## config.mk

```make
export PLATFORM = sky130hd
export DESIGN_NAME = aarch64_pc_relative_branch_unit
export DESIGN_NICKNAME = d
export VERILOG_FILES = /design/src/hdl/pcrb_pkg.sv /design/src/hdl/aarch64_pc_relative_branch_unit.sv /design/src/hdl/pcrb_cond.sv /design/src/hdl/pcrb_exec.sv
export SDC_FILE = /design/constraint.sdc
export NUM_CORES = 1
export LEC_CHECK = 0
export BUFFER_PORTS_ARGS = -buffer_cell sky130_fd_sc_hd__buf_2
export CAP_MARGIN = 20
export CORE_MARGIN = 1.5
export CORE_UTILIZATION = 45
export DETAILED_ROUTE_END_ITERATION = 8
export PLACE_DENSITY = 0.69
export SYNTH_ARGS = -nofsm -noshare
export SYNTH_HDL_FRONTEND = slang
export SYNTH_SLANG_ARGS = --single-unit
```

## constraint.sdc

```tcl
create_clock -name i_clk -period 18.8 [get_ports i_clk]
set_clock_uncertainty 0.05 [all_clocks]
set_input_delay 3.76 -clock i_clk [delete_from_list [all_inputs] [get_ports i_clk]]
set_output_delay 3.76 -clock i_clk [all_outputs]
set_load 0.05 [all_outputs]
```

## src/hdl/pcrb_pkg.sv

```systemverilog
package pcrb_pkg;

    // Instruction size in bytes and the link register for BL
    localparam logic [63:0] INSN_BYTES = 64'd4;
    localparam logic [4:0]  LINK_REG   = 5'd30;

    // Opcode match values
    localparam logic [4:0] OP_ADR   = 5'b10000;      // bits 28:24
    localparam logic [5:0] OP_B     = 6'b000101;     // bits 31:26
    localparam logic [7:0] OP_BCOND = 8'b01010100;   // bits 31:24
    localparam logic [5:0] OP_BL    = 6'b100101;     // bits 31:26
    localparam logic [5:0] OP_CB    = 6'b011010;     // bits 30:25
    localparam logic [5:0] OP_TB    = 6'b011011;     // bits 30:25

    // Input beat: one instruction with its context
    typedef struct packed {
        logic [31:0] instruction;
        logic [63:0] pc;
        logic [63:0] operand_value;
        logic [3:0]  flags_nzcv;
    } t_in_beat;

    // Output beat: next counter and optional register write
    typedef struct packed {
        logic        recognized;
        logic [63:0] next_pc;
        logic        write_enable;
        logic [4:0]  write_index;
        logic [63:0] write_value;
    } t_out_beat;

endpackage

```

## src/hdl/aarch64_pc_relative_branch_unit.sv

```systemverilog
// PC-relative branch and address unit for 64-bit ARM code.
// Input channel (i_in_valid / o_in_ready / i_in_data) takes one instruction
// beat: word, program counter, source register value and NZCV flags.
// Output channel (o_out_valid / i_out_ready / o_out_data) gives one beat per
// input: recognized flag, next program counter and an optional register
// write (ADR/ADRP address, or the BL return address into register 30).
// Pipeline: an accepted beat goes to the input register, then to the result
// register, i.e. two register stages (input register, result register) with
// one decode and one 64-bit target add between them.
// Throughput: one beat per cycle, sustained, as long as the receiver takes
// results; both stages advance together.
// Stall: when the receiver holds i_out_ready low, the result register holds
// and the input register still takes one more beat; o_in_ready then drops
// until the output drains.
// Reset (synchronous, active low) empties both stages; there is no other
// state.
module aarch64_pc_relative_branch_unit (
    input  logic                i_clk,
    input  logic                i_rst_n,
    input  logic                i_in_valid,
    output logic                o_in_ready,
    input  pcrb_pkg::t_in_beat  i_in_data,
    output logic                o_out_valid,
    input  logic                i_out_ready,
    output pcrb_pkg::t_out_beat o_out_data
);

    logic                r_in_valid, n_in_valid;
    pcrb_pkg::t_in_beat  r_in;
    logic                r_out_valid, n_out_valid;
    pcrb_pkg::t_out_beat r_out;
    pcrb_pkg::t_out_beat exec_beat;
    logic                out_free, advance, in_take;

    // Handshake: result stage frees when empty or taken
    assign out_free   = ~r_out_valid | i_out_ready;
    assign advance    = r_in_valid & out_free;
    assign o_in_ready = ~r_in_valid | out_free;
    assign in_take    = i_in_valid & o_in_ready;

    assign n_in_valid  = in_take | (r_in_valid & ~out_free);
    assign n_out_valid = advance | (r_out_valid & ~i_out_ready);

    // Valid bits
    always_ff @(posedge i_clk) begin
        if (!i_rst_n) begin
            r_in_valid  <= 1'b0;
            r_out_valid <= 1'b0;
        end else begin
            r_in_valid  <= n_in_valid;
            r_out_valid <= n_out_valid;
        end
    end

    // Payload registers
    always_ff @(posedge i_clk) begin
        if (in_take) begin
            r_in <= i_in_data;
        end
        if (advance) begin
            r_out <= exec_beat;
        end
    end

    pcrb_exec u_exec (
        .i_beat (r_in),
        .o_beat (exec_beat)
    );

    assign o_out_valid = r_out_valid;
    assign o_out_data  = r_out;

endmodule

```

## src/hdl/pcrb_cond.sv

```systemverilog
module pcrb_cond (
    input  logic [3:0] i_cond,
    input  logic [3:0] i_flags_nzcv,
    output logic       o_holds
);

    localparam logic [2:0] CC_EQ = 3'd0;
    localparam logic [2:0] CC_CS = 3'd1;
    localparam logic [2:0] CC_MI = 3'd2;
    localparam logic [2:0] CC_VS = 3'd3;
    localparam logic [2:0] CC_HI = 3'd4;
    localparam logic [2:0] CC_GE = 3'd5;
    localparam logic [2:0] CC_GT = 3'd6;
    localparam logic [3:0] CC_NV = 4'b1111;

    logic f_n, f_z, f_c, f_v;
    logic base;

    assign f_n = i_flags_nzcv[3];
    assign f_z = i_flags_nzcv[2];
    assign f_c = i_flags_nzcv[1];
    assign f_v = i_flags_nzcv[0];

    // Base condition from the upper three code bits
    always_comb begin
        case (i_cond[3:1])
            CC_EQ:   base = f_z;
            CC_CS:   base = f_c;
            CC_MI:   base = f_n;
            CC_VS:   base = f_v;
            CC_HI:   base = f_c & ~f_z;
            CC_GE:   base = (f_n == f_v);
            CC_GT:   base = ~f_z & (f_n == f_v);
            default: base = 1'b1;
        endcase
    end

    // Low bit inverts, except the always-code 1111
    assign o_holds = (i_cond[0] && (i_cond != CC_NV)) ? ~base : base;

endmodule

```

## src/hdl/pcrb_exec.sv

```systemverilog
module pcrb_exec (
    input  pcrb_pkg::t_in_beat  i_beat,
    output pcrb_pkg::t_out_beat o_beat
);

    logic [31:0] w;
    logic [63:0] pc;
    logic        is_adr, is_b, is_bcond, is_bl, is_cb, is_tb;
    logic        adr_hit, b_hit, bcond_hit, bl_hit, cb_hit, tb_hit;
    logic        cond_ok;
    logic [63:0] cb_val;
    logic        cb_take, tb_set, tb_take, take;
    logic [5:0]  tb_bit;
    logic [20:0] adr_imm;
    logic [63:0] base, offset, target, seq;

    assign w  = i_beat.instruction;
    assign pc = i_beat.pc;

    // Opcode matches, then priority in decode order
    assign is_adr   = (w[28:24] == pcrb_pkg::OP_ADR);
    assign is_b     = (w[31:26] == pcrb_pkg::OP_B);
    assign is_bcond = (w[31:24] == pcrb_pkg::OP_BCOND);
    assign is_bl    = (w[31:26] == pcrb_pkg::OP_BL);
    assign is_cb    = (w[30:25] == pcrb_pkg::OP_CB);
    assign is_tb    = (w[30:25] == pcrb_pkg::OP_TB);

    assign adr_hit   = is_adr;
    assign b_hit     = ~is_adr & is_b;
    assign bcond_hit = ~is_adr & ~is_b & is_bcond;
    assign bl_hit    = ~is_adr & ~is_b & ~is_bcond & is_bl;
    assign cb_hit    = ~is_adr & ~is_b & ~is_bcond & ~is_bl & is_cb;
    assign tb_hit    = ~is_adr & ~is_b & ~is_bcond & ~is_bl & ~is_cb & is_tb;

    pcrb_cond u_cond (
        .i_cond       (w[3:0]),
        .i_flags_nzcv (i_beat.flags_nzcv),
        .o_holds      (cond_ok)
    );

    // Compare-and-branch: 32-bit form looks at the low word only
    assign cb_val  = w[31] ? i_beat.operand_value : {32'd0, i_beat.operand_value[31:0]};
    assign cb_take = w[24] ? (cb_val != 64'd0) : (cb_val == 64'd0);

    // Test-and-branch: bit number b5:b40 over the full operand
    assign tb_bit  = {w[31], w[23:19]};
    assign tb_set  = i_beat.operand_value[tb_bit];
    assign tb_take = w[24] ? tb_set : ~tb_set;

    assign take = b_hit | bl_hit | (bcond_hit & cond_ok) | (cb_hit & cb_take)
                | (tb_hit & tb_take);

    // Offset and base select feed one shared target adder
    assign adr_imm = {w[23:5], w[30:29]};

    always_comb begin
        base   = pc;
        offset = 64'd0;
        if (adr_hit) begin
            if (w[31]) begin
                base   = {pc[63:12], 12'd0};
                offset = {{31{adr_imm[20]}}, adr_imm, 12'd0};
            end else begin
                offset = {{43{adr_imm[20]}}, adr_imm};
            end
        end else if (b_hit || bl_hit) begin
            offset = {{36{w[25]}}, w[25:0], 2'b00};
        end else if (tb_hit) begin
            offset = {{48{w[18]}}, w[18:5], 2'b00};
        end else begin
            offset = {{43{w[23]}}, w[23:5], 2'b00};
        end
    end

    assign target = base + offset;
    assign seq    = pc + pcrb_pkg::INSN_BYTES;

    // Result assembly
    always_comb begin
        o_beat.recognized   = adr_hit | b_hit | bcond_hit | bl_hit | cb_hit | tb_hit;
        o_beat.write_enable = adr_hit | bl_hit;
        o_beat.write_index  = 5'd0;
        o_beat.write_value  = 64'd0;
        if (adr_hit) begin
            o_beat.write_index = w[4:0];
            o_beat.write_value = target;
        end else if (bl_hit) begin
            o_beat.write_index = pcrb_pkg::LINK_REG;
            o_beat.write_value = seq;
        end
        if (!o_beat.recognized) begin
            o_beat.next_pc = pc;
        end else if (adr_hit) begin
            o_beat.next_pc = seq;
        end else if (take) begin
            o_beat.next_pc = target;
        end else begin
            o_beat.next_pc = seq;
        end
    end

endmodule
```

==> results of run 1 <==
-- critical path, cell delays in order --
cell,delay [ns]
buf_2,0.09
nor2b_1,0.30
nand2_1,0.12
buf_2,0.22
-- cell families after synthesis --
group / synth area share
mux: 0.0262
simple gates: 0.144
xor+xnor: 0.0579
compound gates: 0.190
flops: 0.510
fa+ha+maj: 0.0464
buf+inv: 0.0263
-- stage by stage --
step / instance area, sq um / power (mW)
2_1_floorplan: 17700 / 1.08
3_3_place_gp: 19700 / 1.18
3_5_place_dp: 19700 / 1.18
4_1_cts: 20700 / 1.82
5_1_grt: 20700 / 1.88
6_report: 20700 / 1.81
-- synthesized netlist by cell type (all sizes together) (13+ instances only) --
cell type | n | area, sq um
nand3 | 43 | 220
nor2b | 20 | 125
a21o | 31 | 233
xor2 | 50 | 438
o21ai | 111 | 559
a21oi | 138 | 691
nand2 | 166 | 626
o211a | 14 | 140
o211ai | 18 | 135
a31oi | 17 | 113
edfxtp | 299 | 8980
nor2 | 89 | 337
xnor2 | 67 | 587
and3 | 22 | 138
o311ai | 14 | 123
clkbuf | 72 | 270
nor3 | 26 | 153
nor4 | 26 | 163
ha | 64 | 801
mux4 | 16 | 360
and2 | 30 | 188
o21bai | 13 | 97.6
inv | 24 | 90.1
buf | 19 | 97.6
a221o | 14 | 140
nand4 | 42 | 263
o22ai | 43 | 269
a22o | 19 | 166
-- sequential cells by signal (all words and copies together) (netlist names) --
| signal | count |
|---|---|
| r_in | 164 |
| o_out_data | 135 |
| r_in_valid | 1 |
| o_out_valid | 1 |
-- path summary, 6_finish.rpt --
path	cells after the start	to	start	slack, ns
worst max-delay path	4	o_in_ready	i_out_ready	10.49
worst min-delay path	1	o_out_valid	r_in_valid	0.49
worst max register to register	16	o_out_data[129]	r_in[157]	11.96
worst min register to register	1	o_out_valid	r_in_valid	0.49
-- power by group --
group	total [mW]	switching, mW	leakage, nW	internal (mW)
Clock	0.638	0.266	0.526	0.372
Combinational	0.360	0.241	4.50	0.119
Sequential	0.817	0.0339	2.85	0.783
-- metal layers --
| layer | vias to the layer above | global-route usage | routed length (um) |
|---|---|---|---|
| met5 | - | 0 | 92 |
| met4 | 14 | 0.0805 | 1350 |
| met1 | 7013 | 0.380 | 23900 |
| li1 | 6953 | - | - |
| met3 | 112 | 0.0567 | 5510 |
| met2 | 802 | 0.399 | 23700 |
-- final cells by class --
cell class | instances | area (sq um) | area share
antenna | 4 | 10.0 | 0.000482
clock buffer | 42 | 945 | 0.0455
clock inverter | 19 | 124 | 0.00597
inverter | 26 | 97.6 | 0.00470
multi-input combinational | 1232 | 8240 | 0.397
sequential | 301 | 9020 | 0.435
tap | 518 | 648 | 0.0312
timing repair buffer | 323 | 1660 | 0.0802
-- cells in the final DEF, fill, tap and decap left out, types with 43 or more instances in the layout --
cell / n
nand2_1: 164
a21oi_1: 137
o21ai_0: 106
o22ai_1: 43
buf_2: 304
nor2_1: 88
xor2_1: 50
ha_1: 64
xnor2_1: 67
edfxtp_1: 299
==> impl_metrics.csv, run 1 <==
group,metric,value,unit
detailed_routing,first_iter_violations,1492,
floorplanning,dieArea,40500,sq um
grt,grt_pass1_vias,14100,
floorplanning,die_width,201,um
sta,fmax,0.120,GHz
clocking,path_clk_slew,0.06,ns
sta,fin_tns_setup,0,ns
logic_synthesis,async_flop_share,0,
clocking,clk_path_buf_depth,3,
clocking,clock_latency,0.54,ns
sta,slew_violations,0,
grt,grt_antenna_before_repair,10,
power,peakVddDrop,0.0888,mV
detailed_routing,drc,0,
grt,grt_max_degree,75,
setup_path,cp.arrival,4.50,ns
logic_synthesis,yosys_warnings,0,
logic_synthesis,ys_seq_elements,301,
cells_and_area,final_cells,2465,
logic_synthesis,yosys_most_used_dff,"edfxtp_1",
sta,fin_ws,10.49,ns
floorplanning,rows,72,
clocking,clock-sinks,301,
sta,setup_violations,0,
place,dp_slack,10.49,ns
logic_synthesis,syn_nets,1883,
power,leakagePower,7.88,nW
setup_path,worst_setup_path_start_kind,"input port",
clocking,cts_tree,"yes",
detailed_routing,firstDrtPassIters,6,
cells_and_area,area_growth,17.2,%
place,globalplace.congestion,0.945,
sta,hold_viol_final,0,
floorplanning,io_pins,305,
place,io_buffer_count,304,
clocking,cts_made_buffers,35,
logic_synthesis,synth_cell_types,77,
sta,relSlewSlack,0.369,
clocking,hold_buffers,0,
cells_and_area,fin_util,0.536,
sta,finalCriticalPeriod,8.31,ns
logic_synthesis,synth_cells,1650,
logic_synthesis,postSynthAreaPerCell,10.7,sq um
clocking,post_cts_buffers,0,
worst_hold_path,hp-class,"reg -> reg",
logic_synthesis,ys_seq_area_frac,0.510,
cells_and_area,num-fill-cells,3412,
detailed_routing,wl_per_cell,22.1,um
place,dp.cells,2400,
sta,holdWs,0.489,ns
floorplanning,initial_core_util,0.457,
cells_and_area,layout-drive-gt1-share,0.213,
logic_synthesis,netlist_area,17700,sq um
detailed_routing,ant_nets,0,
power,power_density,87.5,nW/um^2
cells_and_area,layout.nets,2152,
setup_path,setup.worst_path.class,"in -> out",
grt,grt_first_pass_wirelength,82700,um
place,hpwlAfterDp,40500,um
floorplanning,core_area,38700,sq um
detailed_routing,vias_per_cell,6.04,
logic_synthesis,synth_edf_count,299,
grt,overflow,0,
floorplanning,die_y,201,um
clocking,clockRootBuffer,"clkbuf_16",
run,cap_violations,0,
setup_path,end_kind,"primary output",
sta,fin_crit_sh,0.442,
detailed_routing,wl,54600,um
sta,rsz0062_at_grt,"false",
outcome,status,"completed",
sta,worst_slew_pin_slew,0.944,ns
detailed_routing,num_vias,14900,
setup_path,cp.required,14.99,ns
setup_path,cp_max_fo,4,
grt,grtUsageTotal,0.264,
clocking,ctsResizeCount,0,
clocking,h-tree-depth,2,
(Power assumes the default switching activity.)
==> run 2: changes to the inputs <==
Settings changed: PLACE_DENSITY 0.69 to 0.72.
Clock period 18.8 ns to 7.3 ns, I/O delays scaled along.
==> run 2 against run 1 <==
Compared with the run above: global-route usage grew 0.64 points; design area increased by 0.14%; setup slack got worse by 9.7 ns; clock power increased to 2.7 times the previous value; wire length grew 2.4%; combinational power grew to 2.6 times the previous value; highest routed layer unchanged; critical path depth rose by 11; core utilization is 0.074 points higher; non-clock buffer count is 2 lower.
==> impl_metrics.csv, run 2 (synthesized netlist as in run 1, its figures left out) <==
group,metric,value,unit
outcome,status,"completed",
detailed_routing,wl_per_cell,22.7,um
sta,relSlewSlack,0.348,
detailed_routing,wl,55900,um
clocking,post_cts_buffers,0,
cells_and_area,layout.nets,2146,
detailed_routing,drc,0,
power,finalPower,4.74,mW
grt,overflow,0,
setup_path,end_kind,"register",
power,power_density,228,nW/um^2
clocking,path_clk_slew,0.06,ns
sta,fmax,0.155,GHz
place,globalplace.congestion,0.937,
setup_path,setup.worst_path.class,"reg -> reg",
sta,worst_slew_pin_slew,0.979,ns
sta,holdWs,0.477,ns
sta,hold_viol_final,0,
grt,grt_max_degree,136,
cells_and_area,largest_register,"r_in",
floorplanning,initial_core_util,0.457,
sta,setup_violations,0,
setup_path,cp_max_fo,16,
clocking,clock-sinks,301,
floorplanning,rows,72,
cells_and_area,fin_util,0.536,
sta,fin_crit_sh,0.886,
cells_and_area,area_growth,17.4,%
cells_and_area,largest_reg_flops,164,
power,peakVddDrop,0.207,mV
setup_path,cp.buffers_inverters,0,
detailed_routing,firstDrtPassIters,5,
clocking,clk_path_buf_depth,3,
setup_path,crit_family,"compound AO/OA/AOI/OAI gates",
setup_path,cp.required,7.58,ns
setup_path,crit_path_top_delay_cell,"nor4b_1",
cells_and_area,final_cells,2461,
detailed_routing,vias_per_cell,6.09,
run,cap_violations,0,
clocking,ctsResizeCount,0,
grt,grtUsageTotal,0.270,
setup_path,worst_setup_path_start_kind,"register",
setup_path,slowest_delay,0.82,ns
cells_and_area,layout_commonest_cell,"buf_2",
grt,grt_pass1_vias,14300,
floorplanning,die_y,201,um
cells_and_area,final_cell_mix,"buf_2 (304), edfxtp_1 (299), nand2_1 (164), a21oi_1 (137), o21ai_0 (106)",
setup_path,path_cells,"nor4b_1 > nor2b_4 > and2_1 > nor2_1 > a22o_1 > ha_1 > nor2b_1 > a31oi_2 > o31ai_1 > a31oi_1 > o31ai_1 > a211o_1 > a31oi_1 > xnor2_1 > a221o_1",
clocking,clock_latency,0.60,ns
grt,grt_antenna_before_repair,10,
cells_and_area,layout-drive-gt1-share,0.214,
power,leakagePower,7.88,nW
setup_path,cp.arrival,6.74,ns
sta,rsz0062_at_grt,"false",
detailed_routing,ant_nets,0,
grt,grt_first_pass_wirelength,84800,um
cells_and_area,num-fill-cells,3467,
place,dp.cells,2398,
place,hpwlAfterDp,41500,um
floorplanning,dieArea,40500,sq um
sta,fin_ws,0.835,ns
cells_and_area,final_area,20800,sq um
floorplanning,io_pins,305,
place,placed_cell_area,19700,sq um
place,dp_slack,0.906,ns
clocking,h-tree-depth,1,
clocking,clockRootBuffer,"clkbuf_16",
clocking,cts_made_buffers,31,
clocking,hold_buffers,0,
detailed_routing,num_vias,15000,
sta,fin_tns_setup,0,ns
detailed_routing,first_iter_violations,1523,
sta,finalCriticalPeriod,6.47,ns
place,io_buffer_count,304,
sta,slew_violations,0,
clocking,cts_tree,"yes",
floorplanning,die_width,201,um
floorplanning,core_area,38700,sq um
worst_hold_path,hp-class,"reg -> reg",
## run 2: metal layers
| metal | share of wire | up-vias | track usage |
|---|---|---|---|
| met5 | 0.0012 | - | 0 |
| met4 | 0.021 | 10 | 0.0672 |
| met3 | 0.11 | 88 | 0.0682 |
| met2 | 0.44 | 813 | 0.411 |
| met1 | 0.43 | 7139 | 0.387 |
| li1 | - | 6932 | - |
## run 2: final timing paths
| path | from | endpoint | slack [ns] | cells after the start |
|---|---|---|---|---|
| max | r_in[157] | o_out_data[129] | 0.83 | 15 |
| min | r_in_valid | o_out_valid | 0.48 | 1 |
| max reg2reg | r_in[157] | o_out_data[129] | 0.83 | 15 |
| min reg2reg | r_in_valid | o_out_valid | 0.48 | 1 |
## run 2: layout make-up
class | instances | area, sq um | area share
repair buffers | 321 | 1660 | 0.0800
diodes | 5 | 12.5 | 0.000602
inverters | 26 | 97.6 | 0.00470
multi-input cells | 1232 | 8240 | 0.397
clock buffers | 33 | 783 | 0.0377
well taps | 518 | 648 | 0.0312
flip-flops and latches | 301 | 9020 | 0.434
clock inverters | 25 | 314 | 0.0151
## run 2: power by group
group	internal [mW]	total [mW]	leakage (nW)	switching, mW
clock network	1.02	1.71	0.536	0.681
logic	0.306	0.930	4.50	0.624
registers	2.02	2.11	2.85	0.0911
==> run 3: changes to the inputs <==
Settings changed: CAP_MARGIN 20 to default, CORE_ASPECT_RATIO from default to 1.1.
==> run 3 against run 2 <==
Compared with the run above: the run now ends with design-rule violations left; global-route usage decreased by 0.51 points; highest routed layer unchanged; core utilization decreased by 0.38 points; critical endpoint is now o_out_data[115]; design area about the same; critical path depth increased by 1; via count about the same; setup slack improved by 0.37 ns; total power about the same; worst hold slack improved by 0.0082 ns; first-iteration DRC count increased by 18%.
==> impl_metrics.csv, run 3 (synthesized netlist as in run 1, its figures left out) <==
group,metric,value,unit
outcome,status,"finished, violations left",
outcome,violations,"design-rule violations",
detailed_routing,ant_nets,0,
floorplanning,die_y,211,um
detailed_routing,wl_per_cell,22.2,um
cells_and_area,final_cells,2450,
grt,grt_max_degree,136,
floorplanning,initial_core_util,0.454,
detailed_routing,num_vias,15000,
sta,hold_viol_final,0,
place,dp_slack,1.43,ns
grt,top_usage_layer,"met1",
detailed_routing,vias_per_cell,6.12,
setup_path,cp.required,7.49,ns
clocking,clock-sinks,301,
clocking,clock_latency,0.55,ns
grt,grt_pass1_vias,13900,
cells_and_area,num-fill-cells,3469,
sta,setup_violations,0,
cells_and_area,final_cell_mix,"buf_2 (304), edfxtp_1 (299), nand2_1 (164), a21oi_1 (137), o21ai_0 (106)",
clocking,path_clk_slew,0.06,ns
worst_hold_path,hp-class,"reg -> reg",
clocking,post_cts_buffers,0,
clocking,ctsResizeCount,0,
floorplanning,core_area,39000,sq um
place,hpwlAfterDp,40900,um
grt,grtUsageMet1,0.391,
cells_and_area,largest_register,"r_in",
clocking,hold_buffers,0,
sta,fin_crit_sh,0.835,
detailed_routing,first_iter_violations,1796,
sta,rsz0062_at_grt,"false",
floorplanning,dieArea,40500,sq um
cells_and_area,largest_reg_flops,164,
grt,grt_util_met2,0.385,
setup_path,crit_path_top_delay_cell,"nor4b_1",
power,leakagePower,7.87,nW
place,placed_cell_area,19700,sq um
clocking,cts_tree,"yes",
floorplanning,rows,76,
grt,overflow,0,
cells_and_area,layout-drive-gt1-share,0.213,
place,dp.cells,2386,
sta,fmax,0.164,GHz
cells_and_area,area_growth,17.3,%
power,power_density,228,nW/um^2
setup_path,end_kind,"register",
setup_path,slowest_delay,0.73,ns
setup_path,setup.worst_path.class,"reg -> reg",
setup_path,cp_max_fo,11,
cells_and_area,layout_commonest_cell,"buf_2",
grt,grtUsageMet3,0.0616,
sta,fin_tns_setup,0,ns
cells_and_area,final_area,20800,sq um
sta,worst_slew_pin_slew,1.07,ns
place,io_buffer_count,304,
power,peakVddDrop,0.212,mV
place,globalplace.congestion,0.968,
setup_path,worst_setup_path_start_kind,"register",
setup_path,cp.arrival,6.29,ns
floorplanning,io_pins,305,
grt,grt_first_pass_wirelength,81100,um
sta,fin_ws,1.21,ns
floorplanning,die_width,192,um
cells_and_area,fin_util,0.533,
clocking,clk_path_buf_depth,3,
sta,finalCriticalPeriod,6.09,ns
setup_path,path_cells,"nor4b_1 > nor2b_4 > and2_1 > nor2_1 > a21oi_1 > ha_1 > nand2_1 > o21ai_0 > nor2_1 > a2111oi_0 > nand2_1 > o2111a_1 > o31ai_1 > a21boi_0 > xnor2_1 > o211ai_1",
detailed_routing,firstDrtPassIters,8,
clocking,cts_made_buffers,34,
clocking,clockRootBuffer,"clkbuf_16",
detailed_routing,drc,1,
clocking,h-tree-depth,2,
grt,grt_antenna_before_repair,14,
detailed_routing,wl,54400,um
grt,grtUsageTotal,0.265,
sta,relSlewSlack,0.286,
sta,slew_violations,0,
cells_and_area,layout.nets,2148,
run,cap_violations,0,
[run 3: cell types whose count changed in the layout (fill, tap and decap cells not counted)]
cell,delta
clkbuf_1,+1
buf_12,+1
nand2b_1,+1
clkbuf_16,+4
bufinv_16,-4
clkinv_2,-4
clkinvlp_4,+1
buf_4,-2
inv_6,+4
nand2b_2,-1
clkinv_4,-1
[run 3: through the flow]
| stage | power, mW | hold slack [ns] |
|---|---|---|
| final | 4.74 | 0.485 |
| after global routing | 4.92 | 0.531 |
| after detailed placement | 3.07 | 0.476 |
| after global placement | 3.06 | 0.445 |
| after CTS | 4.76 | 0.491 |
| after floorplan | 2.77 | 0.426 |
[run 3: power by group]
group	internal (mW)	switching [mW]
Clock	0.991	0.697
Sequential	2.02	0.0970
Combinational	0.307	0.635
[run 3: worst paths after layout]
kind                endpoint  slack, ns  cells after the start  startpoint
max          o_out_data[115]       1.21                     16   r_in[157]
min              o_out_valid       0.49                      1  r_in_valid
max reg2reg  o_out_data[115]       1.21                     16   r_in[157]
min reg2reg      o_out_valid       0.49                      1  r_in_valid
[run 3: critical path: cells and delay by family, from the launching register on]
kind	cells	cell delay (ns)
AOI/OAI and AO/OA	7	2.53
DFF	1	0.52
xor gates and xnor gates	1	0.42
and+or+nand+nor	7	1.97
adders and majority gates	1	0.30
[run 3: cell type report]
type / count / area [sq um] / area share
Timing Repair Buffer: 320 / 1670 / 0.0803
Sequential cell: 301 / 9020 / 0.434
Clock buffer: 38 / 887 / 0.0427
Multi-Input combinational cell: 1232 / 8240 / 0.397
Clock inverter: 21 / 208 / 0.0100
Antenna cell: 5 / 12.5 / 0.000603
Tap cell: 507 / 634 / 0.0306
Inverter: 26 / 97.6 / 0.00470
[run 3: layer usage]
metal,wire length (um),up-vias
met5,92,-
met4,1270,16
met3,5710,108
met2,23200,846
met1,24100,7103
li1,-,6921
